--- src/hw/rtl/scc_pkg.sv ---
package scc_pkg;

    // Field widths fixed by the interface
    localparam int VERTEX_W   = 7;
    localparam int COUNT_W    = 7;
    localparam int APB_DATA_W = 32;
    localparam int APB_ADDR_W = 3;

    // Register map: word index is paddr[2]
    localparam logic REG_IDX_VERTEX_COUNT = 1'b0;

    localparam logic [COUNT_W-1:0] VERTEX_COUNT_RESET = 7'd64;

    typedef enum logic [2:0] {
        TOP_CLEAR,
        TOP_IDLE,
        TOP_EDGE2,
        TOP_FWD,
        TOP_REV,
        TOP_RESULT
    } t_top_state;

    typedef enum logic [2:0] {
        SRCH_IDLE,
        SRCH_INIT,
        SRCH_POP,
        SRCH_NODE,
        SRCH_ROW,
        SRCH_SCAN,
        SRCH_DONE
    } t_srch_state;

    typedef struct packed {
        logic done;
        logic all_reached;
    } t_srch_status;

endpackage

--- src/hw/rtl/scc_ram.sv ---
module scc_ram #(
    parameter int WIDTH = 64,
    parameter int DEPTH = 64
) (
    input  logic                     i_clk,
    input  logic                     i_wr_en,
    input  logic [$clog2(DEPTH)-1:0] i_wr_addr,
    input  logic [WIDTH-1:0]         i_wr_data,
    input  logic [WIDTH-1:0]         i_wr_mask,
    input  logic                     i_rd_en,
    input  logic [$clog2(DEPTH)-1:0] i_rd_addr,
    output logic [WIDTH-1:0]         o_rd_data
);

    logic [WIDTH-1:0] r_mem [DEPTH];
    logic [WIDTH-1:0] r_rd_data;

    // Bit-masked write: only bits with mask set change
    always_ff @(posedge i_clk) begin
        if (i_wr_en) begin
            for (int i = 0; i < WIDTH; i++) begin
                if (i_wr_mask[i]) begin
                    r_mem[i_wr_addr][i] <= i_wr_data[i];
                end
            end
        end
    end

    always_ff @(posedge i_clk) begin
        if (i_rd_en) begin
            r_rd_data <= r_mem[i_rd_addr];
        end
    end

    assign o_rd_data = r_rd_data;

endmodule

--- src/hw/rtl/scc_search.sv ---
module scc_search
    import scc_pkg::*;
#(
    parameter int MAX_VERTICES = 64
) (
    input  logic                                i_clk,
    input  logic                                i_rst_n,
    input  logic                                i_start,
    input  logic [$clog2(MAX_VERTICES+1)-1:0]   i_count,
    input  logic [MAX_VERTICES-1:0]             i_mask,
    output logic                                o_row_rd_en,
    output logic [$clog2(MAX_VERTICES)-1:0]     o_row_addr,
    input  logic [MAX_VERTICES-1:0]             i_row_data,
    output t_srch_status                        o_status
);

    localparam int AW = $clog2(MAX_VERTICES);
    localparam int CW = $clog2(MAX_VERTICES + 1);
    localparam logic [MAX_VERTICES-1:0] ROW_ONE = {{(MAX_VERTICES-1){1'b0}}, 1'b1};

    t_srch_state             r_state, n_state;
    logic [CW-1:0]           r_head, n_head;
    logic [CW-1:0]           r_tail, n_tail;
    logic [CW-1:0]           r_idx, n_idx;
    logic [MAX_VERTICES-1:0] r_reached, n_reached;
    logic [MAX_VERTICES-1:0] r_row, n_row;

    logic                    w_q_we;
    logic [AW-1:0]           w_q_waddr;
    logic [AW-1:0]           w_q_wdata;
    logic                    w_q_re;
    logic [AW-1:0]           w_q_rdata;
    logic                    w_hit;

    // Queue of vertices still to expand
    scc_ram #(
        .WIDTH (AW),
        .DEPTH (MAX_VERTICES)
    ) u_queue (
        .i_clk     (i_clk),
        .i_wr_en   (w_q_we),
        .i_wr_addr (w_q_waddr),
        .i_wr_data (w_q_wdata),
        .i_wr_mask ({AW{1'b1}}),
        .i_rd_en   (w_q_re),
        .i_rd_addr (r_head[AW-1:0]),
        .o_rd_data (w_q_rdata)
    );

    assign w_hit = r_row[0] && !r_reached[r_idx[AW-1:0]];

    always_ff @(posedge i_clk) begin
        if (!i_rst_n) begin
            r_state   <= SRCH_IDLE;
            r_head    <= '0;
            r_tail    <= '0;
            r_reached <= '0;
        end else begin
            r_state   <= n_state;
            r_head    <= n_head;
            r_tail    <= n_tail;
            r_reached <= n_reached;
        end
    end

    always_ff @(posedge i_clk) begin
        r_idx <= n_idx;
        r_row <= n_row;
    end

    always_comb begin
        n_state     = r_state;
        n_head      = r_head;
        n_tail      = r_tail;
        n_idx       = r_idx;
        n_reached   = r_reached;
        n_row       = r_row;
        w_q_we      = 1'b0;
        w_q_waddr   = r_tail[AW-1:0];
        w_q_wdata   = r_idx[AW-1:0];
        w_q_re      = 1'b0;
        o_row_rd_en = 1'b0;
        o_row_addr  = w_q_rdata;
        o_status    = '{done: 1'b0, all_reached: 1'b0};

        unique case (r_state)
            SRCH_IDLE: begin
                if (i_start) begin
                    n_state = SRCH_INIT;
                end
            end
            SRCH_INIT: begin
                // Seed the queue with vertex one
                w_q_we    = 1'b1;
                w_q_waddr = '0;
                w_q_wdata = '0;
                n_reached = ROW_ONE;
                n_head    = '0;
                n_tail    = CW'(1);
                n_state   = SRCH_POP;
            end
            SRCH_POP: begin
                if (r_head == r_tail) begin
                    n_state = SRCH_DONE;
                end else begin
                    w_q_re  = 1'b1;
                    n_head  = r_head + CW'(1);
                    n_state = SRCH_NODE;
                end
            end
            SRCH_NODE: begin
                o_row_rd_en = 1'b1;
                n_state     = SRCH_ROW;
            end
            SRCH_ROW: begin
                n_row   = i_row_data;
                n_idx   = '0;
                n_state = SRCH_SCAN;
            end
            SRCH_SCAN: begin
                // One neighbor bit per cycle: mark and enqueue new vertices
                if (w_hit) begin
                    w_q_we    = 1'b1;
                    n_reached = r_reached | (ROW_ONE << r_idx[AW-1:0]);
                    n_tail    = r_tail + CW'(1);
                end
                n_row = r_row >> 1;
                n_idx = r_idx + CW'(1);
                if (r_idx == i_count - CW'(1)) begin
                    n_state = SRCH_POP;
                end
            end
            SRCH_DONE: begin
                o_status = '{done: 1'b1, all_reached: &(r_reached | ~i_mask)};
                n_state  = i_start ? SRCH_INIT : SRCH_IDLE;
            end
            default: begin
                n_state = SRCH_IDLE;
            end
        endcase
    end

`ifndef SYNTHESIS
    a_head_behind_tail: assert property (@(posedge i_clk) disable iff (!i_rst_n)
        r_head <= r_tail)
        else $error("queue head passed tail");

    a_queue_matches_reached: assert property (@(posedge i_clk) disable iff (!i_rst_n)
        (r_state == SRCH_POP) |-> ($countones(r_reached) == int'(r_tail)))
        else $error("enqueued count differs from reached set");

    a_scan_in_range: assert property (@(posedge i_clk) disable iff (!i_rst_n)
        (r_state == SRCH_SCAN) |-> (r_idx < i_count))
        else $error("scan index beyond vertex count");
`endif

endmodule

--- config.mk ---
export PLATFORM = sky130hd
export DESIGN_NAME = scc_search
export DESIGN_NICKNAME = d
export VERILOG_FILES = /design/src/hw/rtl/scc_pkg.sv /design/src/hw/rtl/scc_ram.sv /design/src/hw/rtl/scc_search.sv
export SDC_FILE = /design/constraint.sdc
export NUM_CORES = 1
export LEC_CHECK = 0
export BUFFER_PORTS_ARGS = -buffer_cell sky130_fd_sc_hd__buf_2
export CORE_AREA = 2 2 256 207
export DETAILED_ROUTE_END_ITERATION = 10
export DIE_AREA = 0 0 258 209
export PLACE_DENSITY = 0.64
export SYNTH_ARGS = -nofsm -noshare
export SYNTH_HDL_FRONTEND = slang
export SYNTH_SLANG_ARGS = --single-unit
--- constraint.sdc ---
create_clock -name i_clk -period 7.2 [get_ports i_clk]
set_input_delay 0.36 -clock i_clk [delete_from_list [all_inputs] [get_ports i_clk]]
set_output_delay 0.36 -clock i_clk [all_outputs]
set_load 0.02 [all_outputs]
==> results of run 1 <==
state kept, by name, indices dropped and copies added (netlist names):
register / flops
r_row: 64
r_state: 3
u_queue.o_rd_data: 6
r_reached: 64
u_queue.r_mem: 384
r_tail: 7
r_idx: 7
r_head: 7
what timing repair did:
action	4_1_cts	5_1_grt
hold buffers	21	0
buffers inserted	0	0
hold endpoints to repair	21	0
gates resized for setup	0	0
path summary, 6_finish.rpt:
check / startpoint / endpoint / slack, ns
min: i_row_data[54] / r_row[54] / 0.03
max: r_idx[2] / u_queue.r_mem[41][0] / 2.88
max reg2reg: r_idx[2] / u_queue.r_mem[41][0] / 2.88
min reg2reg: r_reached[13] / r_reached[13] / 0.49
per-layer routing:
layer,part of all wire [%],vias up,global-route usage (%)
met1,43,7118,31.7
met4,2.2,0,5.62
met5,0,-,0
met3,9.9,86,4.63
li1,-,6131,-
met2,45,666,31.9
power by group through the flow:
stage	registers (uW)	logic, uW	clock network [uW]
3_5_place_dp	3870	892	0
4_1_cts	3800	904	2770
2_1_floorplan	3840	545	0
6_report	3800	895	2730
5_1_grt	3810	975	2890
3_3_place_gp	3860	884	0
cell usage after synthesis, types with 16 or more instances:
library cell    n
buf_2          19
a31oi_1        18
a21oi_1        33
nand3_1        16
dfxtp_1        81
nor4_1         37
buf_1          20
clkbuf_1       63
nand2_1       236
mux4_2        139
o22ai_1        19
nand4_1        20
inv_1          86
nor2_1         87
edfxtp_1      461
worst min-delay path: stages:
cell and delay, ns:
buf_2 0.08, nand2_1 0.04, nand2_1 0.06
final cells by class:
type                            instances  area (sq um)
Clock buffer                           65          1360
Clock inverter                         31           325
Fill cell                            4285         25500
Inverter                               86           323
Multi-Input combinational cell        793          6710
Sequential cell                       542         15500
Tap cell                              693           867
Timing Repair Buffer                  191          1120
metrics by stage:
stage | worst slack, ns | total power [uW] | hold WS [ns] | utilization [%]
final | 2.88 | 7430 | 0.0261 | 50.6
after global routing | 2.54 | 7680 | 0.0130 | 50.6
after CTS | 2.98 | 7470 | 0.00128 | 50.6
after detailed placement | 2.99 | 4760 | 0.465 | 46.9
after global placement | 3.10 | 4750 | 0.437 | 46.9
after floorplan | 3.19 | 4380 | 0.420 | -
logic make-up after synthesis:
group	share of synthesized area, %
flip-flops	67.6
AND/OR/NAND/NOR	9.09
buffers and inverters	3.37
AO/OA/AOI/OAI	4.66
multiplexers	14.0
XOR/XNOR	0.842
adder cells (fa/ha/maj)	0.492
placed cells by master (no fill, tap or decap), types with 12 or more instances in the layout:
cell type / n
xor2_1: 14
a31oi_1: 18
o21ai_0: 15
mux4_2: 139
inv_1: 86
o22ai_1: 19
dlygate4sd3_1: 21
nor3_1: 13
clkbuf_1: 12
nand4_1: 20
nor2_1: 82
nand3_1: 16
nor4_1: 36
nand2_1: 235
a21oi_1: 33
a221oi_1: 15
dfxtp_1: 77
clkinv_2: 12
edfxtp_1: 461
clkbuf_16: 52
buf_2: 146
buf_4: 23
==> results.sh, run 1 <==
export IMPL_run_status="complete, no violations"
export IMPL_ys_seq_area_share_pct=67.6
export IMPL_path_class="reg2reg"
export IMPL_io_buffers=146
export IMPL_routedWlPerCell_um=23.8
export IMPL_drv_slew=0
export IMPL_drt_drc_violations_left=0
export IMPL_slowest_stage="edfxtp_1"
export IMPL_cp_arrival_ns=4.56
export IMPL_cp_required_ns=7.44
export IMPL_htreeDepth=2
export IMPL_worstRegToRegCells=7
export IMPL_p_switching_uw=1920
export IMPL_fin_area_sq_um=26200
export IMPL_crit_chain="inv_1 -> a2111oi_0 -> nor4_1 -> nor3_4 -> buf_4 -> nand4_1 -> nor2_1"
export IMPL_cts_buffers=52
export IMPL_core_sq_um=51700
export IMPL_cp_slowest_stage_delay_ns=0.82
export IMPL_ys_warn_count=0
export IMPL_routabilityCongestion=0.930
export IMPL_hold_viol_final=0
export IMPL_cts_path_max_buffers=3
export IMPL_crit_buf_inv=2
export IMPL_max_cap_violations=0
export IMPL_grt_start_max_net_pins=72
export IMPL_finalCritPeriodShare_pct=60.0
export IMPL_drt_initial_drc_count=1486
export IMPL_startpoint_type="register"
export IMPL_grt_usage_pct=21.3
export IMPL_vdd_drop_max_uv=166
export IMPL_hold_depth=3
export IMPL_worstPathMaxFanout=56
export IMPL_p_comb_share_pct=12.0
export IMPL_setup_viol=0
export IMPL_syn2layout_area_growth_pct=14.4
export IMPL_cts_root_buf="clkbuf_16"
export IMPL_cp_top_family="simple AND/OR/NAND/NOR gates"
export IMPL_die_w_um=258
export IMPL_synth_cell_types=57
export IMPL_place_inst=2283
export IMPL_worstMarginPinSlew_ns=1.27
export IMPL_syn_nets=1675
export IMPL_synth_edf_count=461
export IMPL_antenna_found_initial=0
export IMPL_clockPowerShare_pct=36.8
export IMPL_die_area_sq_um=53900
export IMPL_fmax_ghz=0.231
export IMPL_synth_ff_type="edfxtp_1"
export IMPL_netlist_area_leader_share_pct=60.5
export IMPL_grt_pass1_wl_um=86300
export IMPL_clk_latency_ns=0.63
export IMPL_route_vias_total=14000
export IMPL_antenna_cells=0
export IMPL_internal_power_uw=5510
export IMPL_grt_overflow_total=0
export IMPL_worstSetupPathDepth=7
export IMPL_antenna_left=0
export IMPL_synth_largest_area_cell="edfxtp_1"
export IMPL_drt_pass1_iter_count=6
export IMPL_powerDensity_nw_per_um2=284
export IMPL_dp_hpwl_um=36000
export IMPL_num_nets_final=1813
export IMPL_num_io_pins=147
export IMPL_dieHeight_um=209
export IMPL_synth_seq_cells=542
export IMPL_wl_um=57200
export IMPL_vias_per_cell=5.83
export IMPL_synthArstFlopShare_pct=0
export IMPL_hold_class="in2reg"
export IMPL_syn_area_per_cell_sq_um=15.0
export IMPL_final_cells=2401
export IMPL_synth_area_leaders="edfxtp_1 60%, mux4_2 14%, dfxtp_1 7.1%"
export IMPL_clkTransAtPathRegs_ns=0.06
export IMPL_drive_above_1_share_pct=23.7
export IMPL_place_area_sq_um=24300
export IMPL_rows=75
export IMPL_slew_headroom_pct=14.5
export IMPL_syn_area_sq_um=22900
export IMPL_power_leakage_uw=0.00874
export IMPL_tritoncts="built"
export IMPL_finalSetupTns_ns=0
export IMPL_power_frac_seq_pct=51.2
export IMPL_p_sw_share_pct=25.9
export IMPL_cp_end_kind="register"
export IMPL_min_period_ns=4.32
export IMPL_skew_ns=0.0358
export IMPL_grt_pass1_vias=13700
export IMPL_rsz0062_at_grt="no"
export IMPL_clock_sinks=542
export IMPL_initial_core_util_pct=44.3
export IMPL_netlist_instances=1528
Power figures use the tool's default switching activity.
==> inputs of run 2 (changes only) <==
--- a/config.mk
+++ b/config.mk
@@ -9,7 +9,7 @@
 export CORE_AREA = 2 2 256 207
 export DETAILED_ROUTE_END_ITERATION = 10
 export DIE_AREA = 0 0 258 209
-export PLACE_DENSITY = 0.64
+export PLACE_DENSITY = 0.66
 export SYNTH_ARGS = -nofsm -noshare
 export SYNTH_HDL_FRONTEND = slang
 export SYNTH_SLANG_ARGS = --single-unit
==> constraint.sdc (replaced) <==
create_clock -name i_clk -period 3.7 [get_ports i_clk]
set_input_delay 0.185 -clock i_clk [delete_from_list [all_inputs] [get_ports i_clk]]
set_output_delay 0.185 -clock i_clk [all_outputs]
set_load 0.02 [all_outputs]
==> results.sh, run 2 (synthesized netlist as in run 1, its figures left out) <==
export IMPL_run_status="complete, no violations"
export IMPL_mostFrequentLayoutCells="461 x edfxtp_1, 235 x nand2_1, 146 x buf_2"
export IMPL_hold_viol_final=0
export IMPL_largest_register="u_queue.r_mem"
export IMPL_cp_slowest_stage_delay_ns=0.79
export IMPL_p_sw_share_pct=26.1
export IMPL_cts_path_max_buffers=3
export IMPL_wl_met1_um=24900
export IMPL_routabilityCongestion=0.937
export IMPL_die_w_um=258
export IMPL_grt_overflow_total=0
export IMPL_hold_class="in2reg"
export IMPL_io_buffers=146
export IMPL_reg2reg_slack_ns=0.21
export IMPL_vias_per_cell=5.84
export IMPL_rsz0062_at_grt="no"
export IMPL_dp_hpwl_um=38000
export IMPL_fmax_ghz=0.286
export IMPL_antenna_left=0
export IMPL_startpoint_type="register"
export IMPL_crit_chain="mux4_2 -> and2_1 -> a211oi_1 -> a211o_1 -> buf_4 -> nand4_2 -> nor2_1"
export IMPL_worstPathMaxFanout=43
export IMPL_route_vias_total=14600
export IMPL_grt_usage_pct=21.9
export IMPL_slowest_stage="edfxtp_1"
export IMPL_met2_length_um=26900
export IMPL_postLayoutCoreUtil_pct=52.5
export IMPL_num_nets_final=1908
export IMPL_p_switching_uw=3810
export IMPL_rows=75
export IMPL_num_io_pins=147
export IMPL_wl_um=58900
export IMPL_min_period_ns=3.49
export IMPL_largest_register_ff_count=384
export IMPL_cp_top_family="simple AND/OR/NAND/NOR gates"
export IMPL_wl_met3_um=5740
export IMPL_layout_commonest_cell="edfxtp_1"
export IMPL_power_frac_seq_pct=50.4
export IMPL_cp_arrival_ns=3.77
export IMPL_power_leakage_uw=0.00922
export IMPL_routedWlPerCell_um=23.6
export IMPL_finalSetupTns_ns=0
export IMPL_antenna_found_initial=2
export IMPL_drt_pass1_iter_count=5
export IMPL_path_class="reg2reg"
export IMPL_top_regs="u_queue.r_mem x384, r_reached x64, r_row x64"
export IMPL_cts_root_buf="clkbuf_16"
export IMPL_clk_latency_ns=0.64
export IMPL_setup_viol=0
export IMPL_grt_start_max_net_pins=72
export IMPL_post_cts_resized=0
export IMPL_crit_buf_inv=1
export IMPL_cp_required_ns=3.97
export IMPL_clock_sinks=542
export IMPL_internal_power_uw=10800
export IMPL_vdd_drop_max_uv=350
export IMPL_slew_headroom_pct=11.7
export IMPL_clockPowerShare_pct=36.6
export IMPL_cts_setup_buffers=0
export IMPL_clkTransAtPathRegs_ns=0.06
export IMPL_drv_slew=0
export IMPL_skew_ns=0.0480
export IMPL_core_sq_um=51700
export IMPL_cts_buffers=52
export IMPL_powerDensity_nw_per_um2=539
export IMPL_drive_above_1_share_pct=25.3
export IMPL_grt_pass1_vias=14400
export IMPL_htreeDepth=2
export IMPL_nFillCells=4130
export IMPL_finalCritPeriodShare_pct=94.4
export IMPL_initial_core_util_pct=44.3
export IMPL_tritoncts="built"
export IMPL_dieHeight_um=209
export IMPL_drt_drc_violations_left=0
export IMPL_highest_signal_layer="met5"
export IMPL_p_comb_share_pct=13.0
export IMPL_worstMarginPinSlew_ns=1.32
export IMPL_max_cap_violations=0
export IMPL_die_area_sq_um=53900
export IMPL_cp_end_kind="register"
export IMPL_grt_pass1_wl_um=89400
export IMPL_drt_initial_drc_count=1721
export IMPL_syn2layout_area_growth_pct=18.5
export IMPL_ctsHoldBuffers=66
-- run 2: cell types whose count changed in the layout (fill, tap and decap cells not counted), moves of 3 or more --
cell	before	now
clkbuf_1	12	9
buf_4	23	67
clkinv_4	0	3
dlygate4sd3_1	21	66
buf_12	0	7
-- run 2: path summary, 6_finish.rpt --
| path | from | end | cells after the start |
|---|---|---|---|
| setup / recovery | r_idx[1] | u_queue.r_mem[59][5] | 7 |
| hold / removal | i_count[6] | r_state[2] | 5 |
| setup reg to reg | r_idx[1] | u_queue.r_mem[59][5] | 7 |
| hold reg to reg | r_reached[40] | r_reached[40] | 2 |
-- run 2: cell type report --
cell class | instances | area, sq um | area share (%)
antenna | 1 | 2.50 | 0.00923
multi-input combinational | 793 | 6700 | 24.7
clock inverter | 36 | 368 | 1.36
clock buffer | 62 | 1350 | 4.97
tap | 693 | 867 | 3.20
inverter | 86 | 323 | 1.19
sequential | 542 | 15500 | 57.1
timing repair buffer | 286 | 2030 | 7.50
-- run 2: per-layer routing --
| layer | up-vias | global-route usage, % |
|---|---|---|
| li1 | 6317 | - |
| met1 | 7416 | 32.2 |
| met2 | 753 | 32.7 |
| met3 | 106 | 5.08 |
| met4 | 2 | 6.24 |
| met5 | - | 0 |
-- run 2: worst min-delay path, stage by stage --
cell     delay (ns)
buf_2          0.08
xor2_1         0.07
a21oi_1        0.12
a41o_1         0.23
a21oi_1        0.08
-- run 2: power by group through the flow --
stage,Combinational [uW],Clock [uW],Sequential (uW)
floorplan,1060,0,7460
global placement,1810,0,7490
detailed placement,1830,0,7500
CTS,1890,5430,7370
global route,2050,5690,7390
finish,1900,5350,7370
-- run 2: through the flow --
stage	power [uW]	instance area, sq um	hold WS [ns]	setup slack (ns)	std cells
floorplan	8520	22900	0.366	0.619	1528
global placement	9300	24700	0.436	0.391	2334
detailed placement	9330	24700	0.456	0.265	2334
CTS	14700	27100	0.195	0.257	2498
global route	15100	27100	0.238	0.0610	2499
finish	14600	27100	0.225	0.206	2499
